File: config.mk
export PLATFORM = sky130hd
export DESIGN_NAME = two_class_exclusive_admission_arbiter
export DESIGN_NICKNAME = d
export VERILOG_FILES = /design/src/design/tcea_pkg.sv /design/src/design/two_class_exclusive_admission_arbiter.sv /design/src/design/tcea_in_stage.sv /design/src/design/tcea_admit.sv
export SDC_FILE = /design/constraint.sdc
export NUM_CORES = 1
export LEC_CHECK = 0
export BUFFER_PORTS_ARGS = -buffer_cell sky130_fd_sc_hd__buf_2
export CELL_PAD_IN_SITES_DETAIL_PLACEMENT = 0
export CELL_PAD_IN_SITES_GLOBAL_PLACEMENT = 2
export CORE_MARGIN = 5
export CORE_UTILIZATION = 35
export CTS_CLUSTER_SIZE = 14
export DETAILED_ROUTE_END_ITERATION = 8
export PLACE_DENSITY = 0.86
export REMOVE_ABC_BUFFERS = 1
export SLEW_MARGIN = 20
export SYNTH_ARGS = -nofsm -noshare
export SYNTH_HDL_FRONTEND = slang
export SYNTH_SLANG_ARGS = --single-unit
export TNS_END_PERCENT = 100
File: constraint.sdc
create_clock -name clk -period 7.6 [get_ports clk]
set_clock_uncertainty 0.05 [all_clocks]
set_input_delay 1.52 -clock clk [delete_from_list [all_inputs] [get_ports clk]]
set_output_delay 1.52 -clock clk [all_outputs]
set_load 0.005 [all_outputs]
File: src/design/tcea_pkg.sv
`timescale 1ns / 1ps

package tcea_pkg;

  // Event codes carried by the action field.
  typedef enum logic [1:0] {
    ACT_ARRIVE = 2'd0,
    ACT_RETRY  = 2'd1,
    ACT_DEPART = 2'd2,
    ACT_IDLE   = 2'd3
  } act_t;

  // Occupant and streak class tags.
  typedef enum logic [1:0] {
    KIND_NONE = 2'd0,
    KIND_A    = 2'd1,
    KIND_B    = 2'd2
  } kind_t;

  // Configuration register indexes.
  localparam logic REG_SLOT_CAPACITY = 1'b0;
  localparam logic REG_STREAK_MAX    = 1'b1;

  // Reset values of the configuration registers.
  localparam logic [7:0] SLOT_CAPACITY_RST = 8'd3;
  localparam logic [7:0] STREAK_MAX_RST    = 8'd5;

  // Saturation point of the streak length.
  localparam logic [7:0] STREAK_LEN_MAX = 8'd255;

  // One accepted event as held in the input register.
  typedef struct packed {
    act_t action;
    logic user_class;
  } item_t;

  // Occupancy and streak state.
  typedef struct packed {
    logic [7:0] occ;
    kind_t      holder;
    kind_t      streak;
    logic [7:0] len;
  } core_t;

  // Per-event result flags.
  typedef struct packed {
    logic granted;
    logic fault;
  } flags_t;

  // The opposite class; no streak maps to no class.
  function automatic kind_t other_kind(kind_t k);
    kind_t r;
    case (k)
      KIND_A:  r = KIND_B;
      KIND_B:  r = KIND_A;
      default: r = KIND_NONE;
    endcase
    return r;
  endfunction

endpackage

File: src/design/two_class_exclusive_admission_arbiter.sv
`timescale 1ns / 1ps
// Channel  | Handshake           | Payload
// ---------+---------------------+--------------------------------------------
// input    | in_valid, in_ready  | action, user_class
// result   | out_valid, out_ready| granted, fault, occupancy, inside_kind,
//          |                     | streak_kind, streak_count
// config   | cfg_valid, cfg_ready| cfg_index, cfg_data
//
// One item per cycle is sustained while results are taken; an item passes
// from acceptance through the input register and then the result register.
// The occupancy and streak state is updated in the same cycle the result is
// loaded, so consecutive items see each other's effects with no bubbles.
// Synchronous reset clears state and configures capacity 3, streak limit 5.
// A stalled result holds the pipe; cfg_ready is always high.

module two_class_exclusive_admission_arbiter #(
  parameter int MAX_WAITERS = 65535
) (
  input  logic       clk,
  input  logic       rst,
  input  logic       in_valid,
  output logic       in_ready,
  input  logic [1:0] action,
  input  logic       user_class,
  output logic       out_valid,
  input  logic       out_ready,
  output logic       granted,
  output logic       fault,
  output logic [7:0] occupancy,
  output logic [1:0] inside_kind,
  output logic [1:0] streak_kind,
  output logic [7:0] streak_count,
  input  logic       cfg_valid,
  output logic       cfg_ready,
  input  logic       cfg_index,
  input  logic [7:0] cfg_data
);
  import tcea_pkg::*;

  localparam int WAIT_W = $clog2(MAX_WAITERS + 1);

  logic              item_valid;
  item_t             item;
  logic              take;
  core_t             cur;
  core_t             nxt;
  logic [WAIT_W-1:0] wait_a;
  logic [WAIT_W-1:0] wait_b;
  logic [WAIT_W-1:0] wait_a_next;
  logic [WAIT_W-1:0] wait_b_next;
  flags_t            flags;
  logic [7:0]        slot_capacity;
  logic [7:0]        streak_max;

  // The held item moves on whenever the result register is free.
  assign take = item_valid && (!out_valid || out_ready);

  tcea_in_stage u_in (
    .clk        (clk),
    .rst        (rst),
    .in_valid   (in_valid),
    .in_ready   (in_ready),
    .action     (action),
    .user_class (user_class),
    .take       (take),
    .item_valid (item_valid),
    .item       (item)
  );

  tcea_admit #(
    .MAX_WAITERS (MAX_WAITERS),
    .WAIT_W      (WAIT_W)
  ) u_admit (
    .item          (item),
    .cur           (cur),
    .wait_a        (wait_a),
    .wait_b        (wait_b),
    .slot_capacity (slot_capacity),
    .streak_max    (streak_max),
    .nxt           (nxt),
    .wait_a_next   (wait_a_next),
    .wait_b_next   (wait_b_next),
    .flags         (flags)
  );

  // Configuration registers.
  assign cfg_ready = 1'b1;

  always_ff @(posedge clk) begin
    if (rst) begin
      slot_capacity <= SLOT_CAPACITY_RST;
      streak_max    <= STREAK_MAX_RST;
    end else if (cfg_valid && cfg_ready) begin
      unique case (cfg_index)
        REG_SLOT_CAPACITY: slot_capacity <= cfg_data;
        REG_STREAK_MAX:    streak_max    <= cfg_data;
        default:           slot_capacity <= slot_capacity;
      endcase
    end
  end

  // Arbiter state advances as each item is resolved.
  always_ff @(posedge clk) begin
    if (rst) begin
      cur.occ    <= 8'd0;
      cur.holder <= KIND_NONE;
      cur.streak <= KIND_NONE;
      cur.len    <= 8'd0;
      wait_a     <= '0;
      wait_b     <= '0;
    end else if (take) begin
      cur    <= nxt;
      wait_a <= wait_a_next;
      wait_b <= wait_b_next;
    end
  end

  // Result register valid flag.
  always_ff @(posedge clk) begin
    if (rst) begin
      out_valid <= 1'b0;
    end else if (take) begin
      out_valid <= 1'b1;
    end else if (out_ready) begin
      out_valid <= 1'b0;
    end
  end

  // Result register payload.
  always_ff @(posedge clk) begin
    if (take) begin
      granted      <= flags.granted;
      fault        <= flags.fault;
      occupancy    <= nxt.occ;
      inside_kind  <= nxt.holder;
      streak_kind  <= nxt.streak;
      streak_count <= nxt.len;
    end
  end

`ifndef SYNTHESIS
  // An empty resource reports no class inside, and the reverse.
  a_empty_tag : assert property (@(posedge clk) disable iff (rst)
    out_valid |-> ((occupancy == 8'd0) == (inside_kind == KIND_NONE)))
    else $error("occupancy and inside class disagree");

  // A streak class exists exactly when the streak length is nonzero.
  a_streak_tag : assert property (@(posedge clk) disable iff (rst)
    out_valid |-> ((streak_count == 8'd0) == (streak_kind == KIND_NONE)))
    else $error("streak class and streak length disagree");

  // An admitted class is both inside and the current streak holder.
  a_grant_class : assert property (@(posedge clk) disable iff (rst)
    (out_valid && granted) |-> ((streak_kind == inside_kind) && (inside_kind != KIND_NONE)))
    else $error("admission left inconsistent class state");

  // A fault and an admission never come from the same item.
  a_fault_grant : assert property (@(posedge clk) disable iff (rst)
    out_valid |-> !(granted && fault))
    else $error("fault and grant reported together");

  // Occupancy grows only through an admission, by one.
  a_occ_step : assert property (@(posedge clk) disable iff (rst)
    (take && (nxt.occ != cur.occ) && flags.granted) |-> (nxt.occ == cur.occ + 8'd1))
    else $error("admission changed occupancy by more than one");
`endif

endmodule

File: src/design/tcea_in_stage.sv
`timescale 1ns / 1ps

module tcea_in_stage (
  input  logic            clk,
  input  logic            rst,
  input  logic            in_valid,
  output logic            in_ready,
  input  logic [1:0]      action,
  input  logic            user_class,
  input  logic            take,
  output logic            item_valid,
  output tcea_pkg::item_t item
);
  import tcea_pkg::*;

  // The register frees up in the same cycle that its item moves on.
  assign in_ready = !item_valid || take;

  // Valid flag of the input register.
  always_ff @(posedge clk) begin
    if (rst) begin
      item_valid <= 1'b0;
    end else if (in_valid && in_ready) begin
      item_valid <= 1'b1;
    end else if (take) begin
      item_valid <= 1'b0;
    end
  end

  // Payload of the input register.
  always_ff @(posedge clk) begin
    if (in_valid && in_ready) begin
      item.action     <= act_t'(action);
      item.user_class <= user_class;
    end
  end

endmodule

File: src/design/tcea_admit.sv
`timescale 1ns / 1ps

module tcea_admit #(
  parameter int MAX_WAITERS = 65535,
  parameter int WAIT_W      = 16
) (
  input  tcea_pkg::item_t  item,
  input  tcea_pkg::core_t  cur,
  input  logic [WAIT_W-1:0] wait_a,
  input  logic [WAIT_W-1:0] wait_b,
  input  logic [7:0]        slot_capacity,
  input  logic [7:0]        streak_max,
  output tcea_pkg::core_t  nxt,
  output logic [WAIT_W-1:0] wait_a_next,
  output logic [WAIT_W-1:0] wait_b_next,
  output tcea_pkg::flags_t flags
);
  import tcea_pkg::*;

  localparam logic [WAIT_W-1:0] WAIT_CAP = WAIT_W'(MAX_WAITERS);

  kind_t             tag;
  kind_t             due;
  logic [WAIT_W-1:0] wa;
  logic [WAIT_W-1:0] wb;
  logic [WAIT_W-1:0] due_wait;
  logic              ok;
  logic              clear;

  // Decision and next state for one event.
  always_comb begin
    tag   = item.user_class ? KIND_B : KIND_A;
    wa    = wait_a;
    wb    = wait_b;
    nxt   = cur;
    flags = '0;
    ok    = 1'b0;
    clear = 1'b0;

    // An arrive registers its waiter before admission is tried.
    if (item.action == ACT_ARRIVE) begin
      if (tag == KIND_A) begin
        if (wa < WAIT_CAP) wa = wa + 1'b1;
      end else begin
        if (wb < WAIT_CAP) wb = wb + 1'b1;
      end
    end

    // Class that the streak currently favors, and its waiters.
    due = (cur.len < streak_max) ? cur.streak : other_kind(cur.streak);
    if (due == KIND_A) begin
      due_wait = wa;
    end else if (due == KIND_B) begin
      due_wait = wb;
    end else begin
      due_wait = '0;
    end

    case (item.action) inside
      ACT_ARRIVE, ACT_RETRY: begin
        if (cur.occ >= slot_capacity) begin
          ok = 1'b0;
        end else if (cur.occ == 8'd0) begin
          if (cur.streak == KIND_NONE) begin
            ok = 1'b1;
          end else if (tag == due) begin
            ok = 1'b1;
          end else if (due_wait == '0) begin
            // Nobody of the favored class waits: drop the streak and admit.
            ok    = 1'b1;
            clear = 1'b1;
          end
        end else begin
          ok = (cur.holder == tag) && (tag == due);
        end

        if (ok) begin
          flags.granted = 1'b1;
          nxt.occ       = cur.occ + 8'd1;
          if (cur.occ == 8'd0) nxt.holder = tag;
          if (tag == KIND_A) begin
            if (wa != '0) wa = wa - 1'b1;
          end else begin
            if (wb != '0) wb = wb - 1'b1;
          end
          if (!clear && cur.streak == tag) begin
            if (cur.len != STREAK_LEN_MAX) nxt.len = cur.len + 8'd1;
          end else begin
            nxt.streak = tag;
            nxt.len    = 8'd1;
          end
        end
      end
      ACT_DEPART: begin
        if (cur.occ == 8'd0) begin
          flags.fault = 1'b1;
        end else begin
          nxt.occ = cur.occ - 8'd1;
          if (cur.occ == 8'd1) nxt.holder = KIND_NONE;
        end
      end
      default: begin
        nxt = cur;
      end
    endcase

    wait_a_next = wa;
    wait_b_next = wb;
  end

endmodule

==> results.yml <==
power:
  irDropWorstVdd_uv: 114
  total_leakage_power_nw: 2.74
  p_per_area_nw_per_um2: 185
routing:
  wl_per_cell_um: 16.8
  drt_iter0_markers: 413
  wl_met2_mm: 8.58
  vias: 6379
  drc_errors: 0
  routed_wirelength_mm: 19.3
  highest_layer: "met4"
  wl_met3_um: 715
  met1_length_mm: 9.76
  ant_nets: 0
  drt-pass1-iter-count: 5
  viasPerCell: 5.55
clock_tree:
  clkSinkCount: 95
  path_clk_slew_ns: 0.07
  cts_resized: 0
  post_cts_buffers: 0
  hold_buffers: 0
  insertion_delay_ns: 0.35
  ctsRootBufferMaster: "clkbuf_16"
  clockBufferDepth: 2
  numCtsBuffers: 9
  cts_tree: "built"
  htreeDepth: 3
synthesis:
  netlist_instances: 880
  synth_fa_ha_area_share_pct: 4.63
  synthFlopType: "dfxtp_1"
  synth_top_area_share_pct: 19.9
  synth-seq-cells: 95
  synth-compound-area-share_pct: 18.9
  synth_cell_types: 87
  synth_commonest_cells: "104 x nand2_1, 78 x nor2_1, 70 x dfxtp_1"
  seq_area_frac_synth_pct: 30.6
  synthMuxAreaShare_pct: 4.42
  syn_avg_cell_area_sq_um: 7.98
  synth_top_area_cell: "dfxtp_1"
  synth-xor-area-share_pct: 4.99
  synth_area_leaders: "dfxtp_1 20%, edfxtp_1 11%, nand2_1 5.6%, ha_1 4.6%, nor2_1 4.2%"
  yosys.area_share.simple_pct: 31.0
  yosysMostFrequentCell: "nand2_1"
  synth_top_family_by_area: "simple AND/OR/NAND/NOR gates"
  ys_warn_count: 0
  async_reset_ff_share_pct: 0
  netlist_area_sq_um: 7030
  synth_edf_count: 25
layout:
  diodes: 0
  multi_input_area_sq_um: 4500
  seq_area_sq_um: 2150
  drive_above_1_share_pct: 10.4
  num-fill-cells: 2074
  layoutNonFillerInstCount: 1149
  final_area_sq_um: 7620
  fin_nets: 923
  syn_to_final_growth_pct: 8.44
timing:
  fin_crit_sh_pct: 62.2
  setup_tns_ns: 0
  hold_viol: 0
  fin_crit_ns: 4.73
  slew-limit-headroom_pct: 42.6
  worst_slew_pin_slew_ns: 0.861
  setup_viol: 0
  fmaxAchievable_ghz: 0.212
  final_max_slew_viol_count: 0
  rsz0062_at_grt: "no"
global_route:
  grt_pass1_wl_mm: 31.3
  grt_pass1_vias: 5869
  grt_overflow: 0
  track_usage_pct: 17.0
  antenna_found_initial: 0
  grt_max_degree: 72
setup_path:
  ff2ff_path_depth: 11
  worstPathArrival_ns: 4.91
  cp-end-kind: "flip-flop"
  cp-endpoint: "cur[5]"
  cp_data_required_time_ns: 7.79
  rrSetupSlack_ns: 2.87
  r2r-start: "u_in.item[2]"
  path_max_fanout: 24
  critical_path.startpoint: "u_in.item[2]"
  regToRegEndpoint: "cur[5]"
  path_class: "reg -> reg"
  start_kind: "flip-flop"
floorplan:
  core_sq_um: 19600
  rows: 51
  ios: 42
  die-area_sq_um: 23000
  initial_utilization_pct: 35.9
  dieWidth_um: 152
  die_y_um: 152
placed_design:
  placed_cells: 1134
  dpl_cell_area_sq_um: 7330
  gp_congestion: 0.850
  port_buffers: 40
  post-dp-hpwl_mm: 13.9
flow_run:
  drv_cap: 0
min_path:
  min_path_type: "reg -> reg"
outcome:
  status: "completed"
-- where the power goes --
part	internal, W	switching [W]
clock	0.000256	0.000216
combinational	0.000126	0.000224
sequential	0.000551	0.0000350
-- worst min path at each step --
stage | start | cells after the start | to | slack (ns)
floorplan | slot_capacity[2] | 2 | slot_capacity[2] | 0.38
global placement | slot_capacity[6] | 2 | slot_capacity[6] | 0.39
detailed placement | slot_capacity[4] | 2 | slot_capacity[4] | 0.40
CTS | slot_capacity[4] | 2 | slot_capacity[4] | 0.41
global route | streak_max[1] | 2 | streak_max[1] | 0.42
finish | slot_capacity[4] | 2 | slot_capacity[4] | 0.40
-- through the flow --
| stage | hold WS (ns) | utilization (%) | setup WS (ns) | total power [W] |
|---|---|---|---|---|
| after floorplan | 0.380 | - | 2.97 | 0.000837 |
| after global placement | 0.394 | 37.4 | 3.02 | 0.000947 |
| after detailed placement | 0.396 | 37.4 | 2.92 | 0.000947 |
| after CTS | 0.406 | 38.9 | 2.93 | 0.00142 |
| after global routing | 0.424 | 38.9 | 2.47 | 0.00149 |
| final | 0.405 | 38.9 | 2.87 | 0.00141 |
-- cell families (layout without fill, tap and decap cells) --
kind of cell | after synthesis | count (layout)
xor gates and xnor gates | 40 | 40
and+or+nand+nor | 409 | 409
other | 1 | 1
DFF | 95 | 95
buffers and inverters | 85 | 89
AOI/OAI and AO/OA | 194 | 194
muxes | 30 | 30
adders and majority gates | 26 | 26
-- final cells by class --
class | instances | share of cell area, %
clock buffer | 9 | 2.96
multi-input combinational | 700 | 59.1
inverter | 31 | 1.56
tap | 265 | 4.35
timing repair buffer | 43 | 2.92
clock inverter | 6 | 0.887
sequential | 95 | 28.2
-- metal layers --
metal	vias up	track usage [%]
met3	12	2.65
met5	-	0
met4	0	3.86
met2	131	26.1
met1	2990	25.2
li1	3246	-
-- cell usage in the layout (no fill, tap or decap), types with 9 or more instances in the layout --
cell type	instances
nand2_1	104
nor2_1	78
dfxtp_1	70
a21oi_1	47
nand3_1	41
buf_2	40
o21ai_0	38
nand4_1	33
inv_1	29
ha_1	26
edfxtp_1	25
xnor2_1	23
mux2i_1	22
nor3_1	22
xor2_1	17
nor2b_1	16
or3_1	16
and3_1	15
nor4_1	15
a31oi_1	15
nand2b_1	12
and2_1	11
a211oi_1	10
and4_1	9
clkbuf_16	9
-- sequential cells by signal, summed over array words and instances, names as in the netlist --
name and count:
cur 20, fault 1, granted 1, inside_kind 2, occupancy 8, out_valid 1, slot_capacity 8, streak_count 8
streak_kind 2, streak_max 8, u_in.item 3, u_in.item_valid 1, wait_a 16, wait_b 16
-- worst max-delay path, stage by stage, from the launching register on --
cell and delay, ns:
edfxtp_1 0.75, or3_1 0.58, a41oi_4 0.45, and3_2 0.31, a31oi_1 0.21, nor4b_4 0.51, a21oi_2 0.22, or3_1 0.66
inv_4 0.27, nand2_1 0.24, o21ai_0 0.24, o31ai_1 0.09
Note: power is estimated with default switching activity, not from simulation.
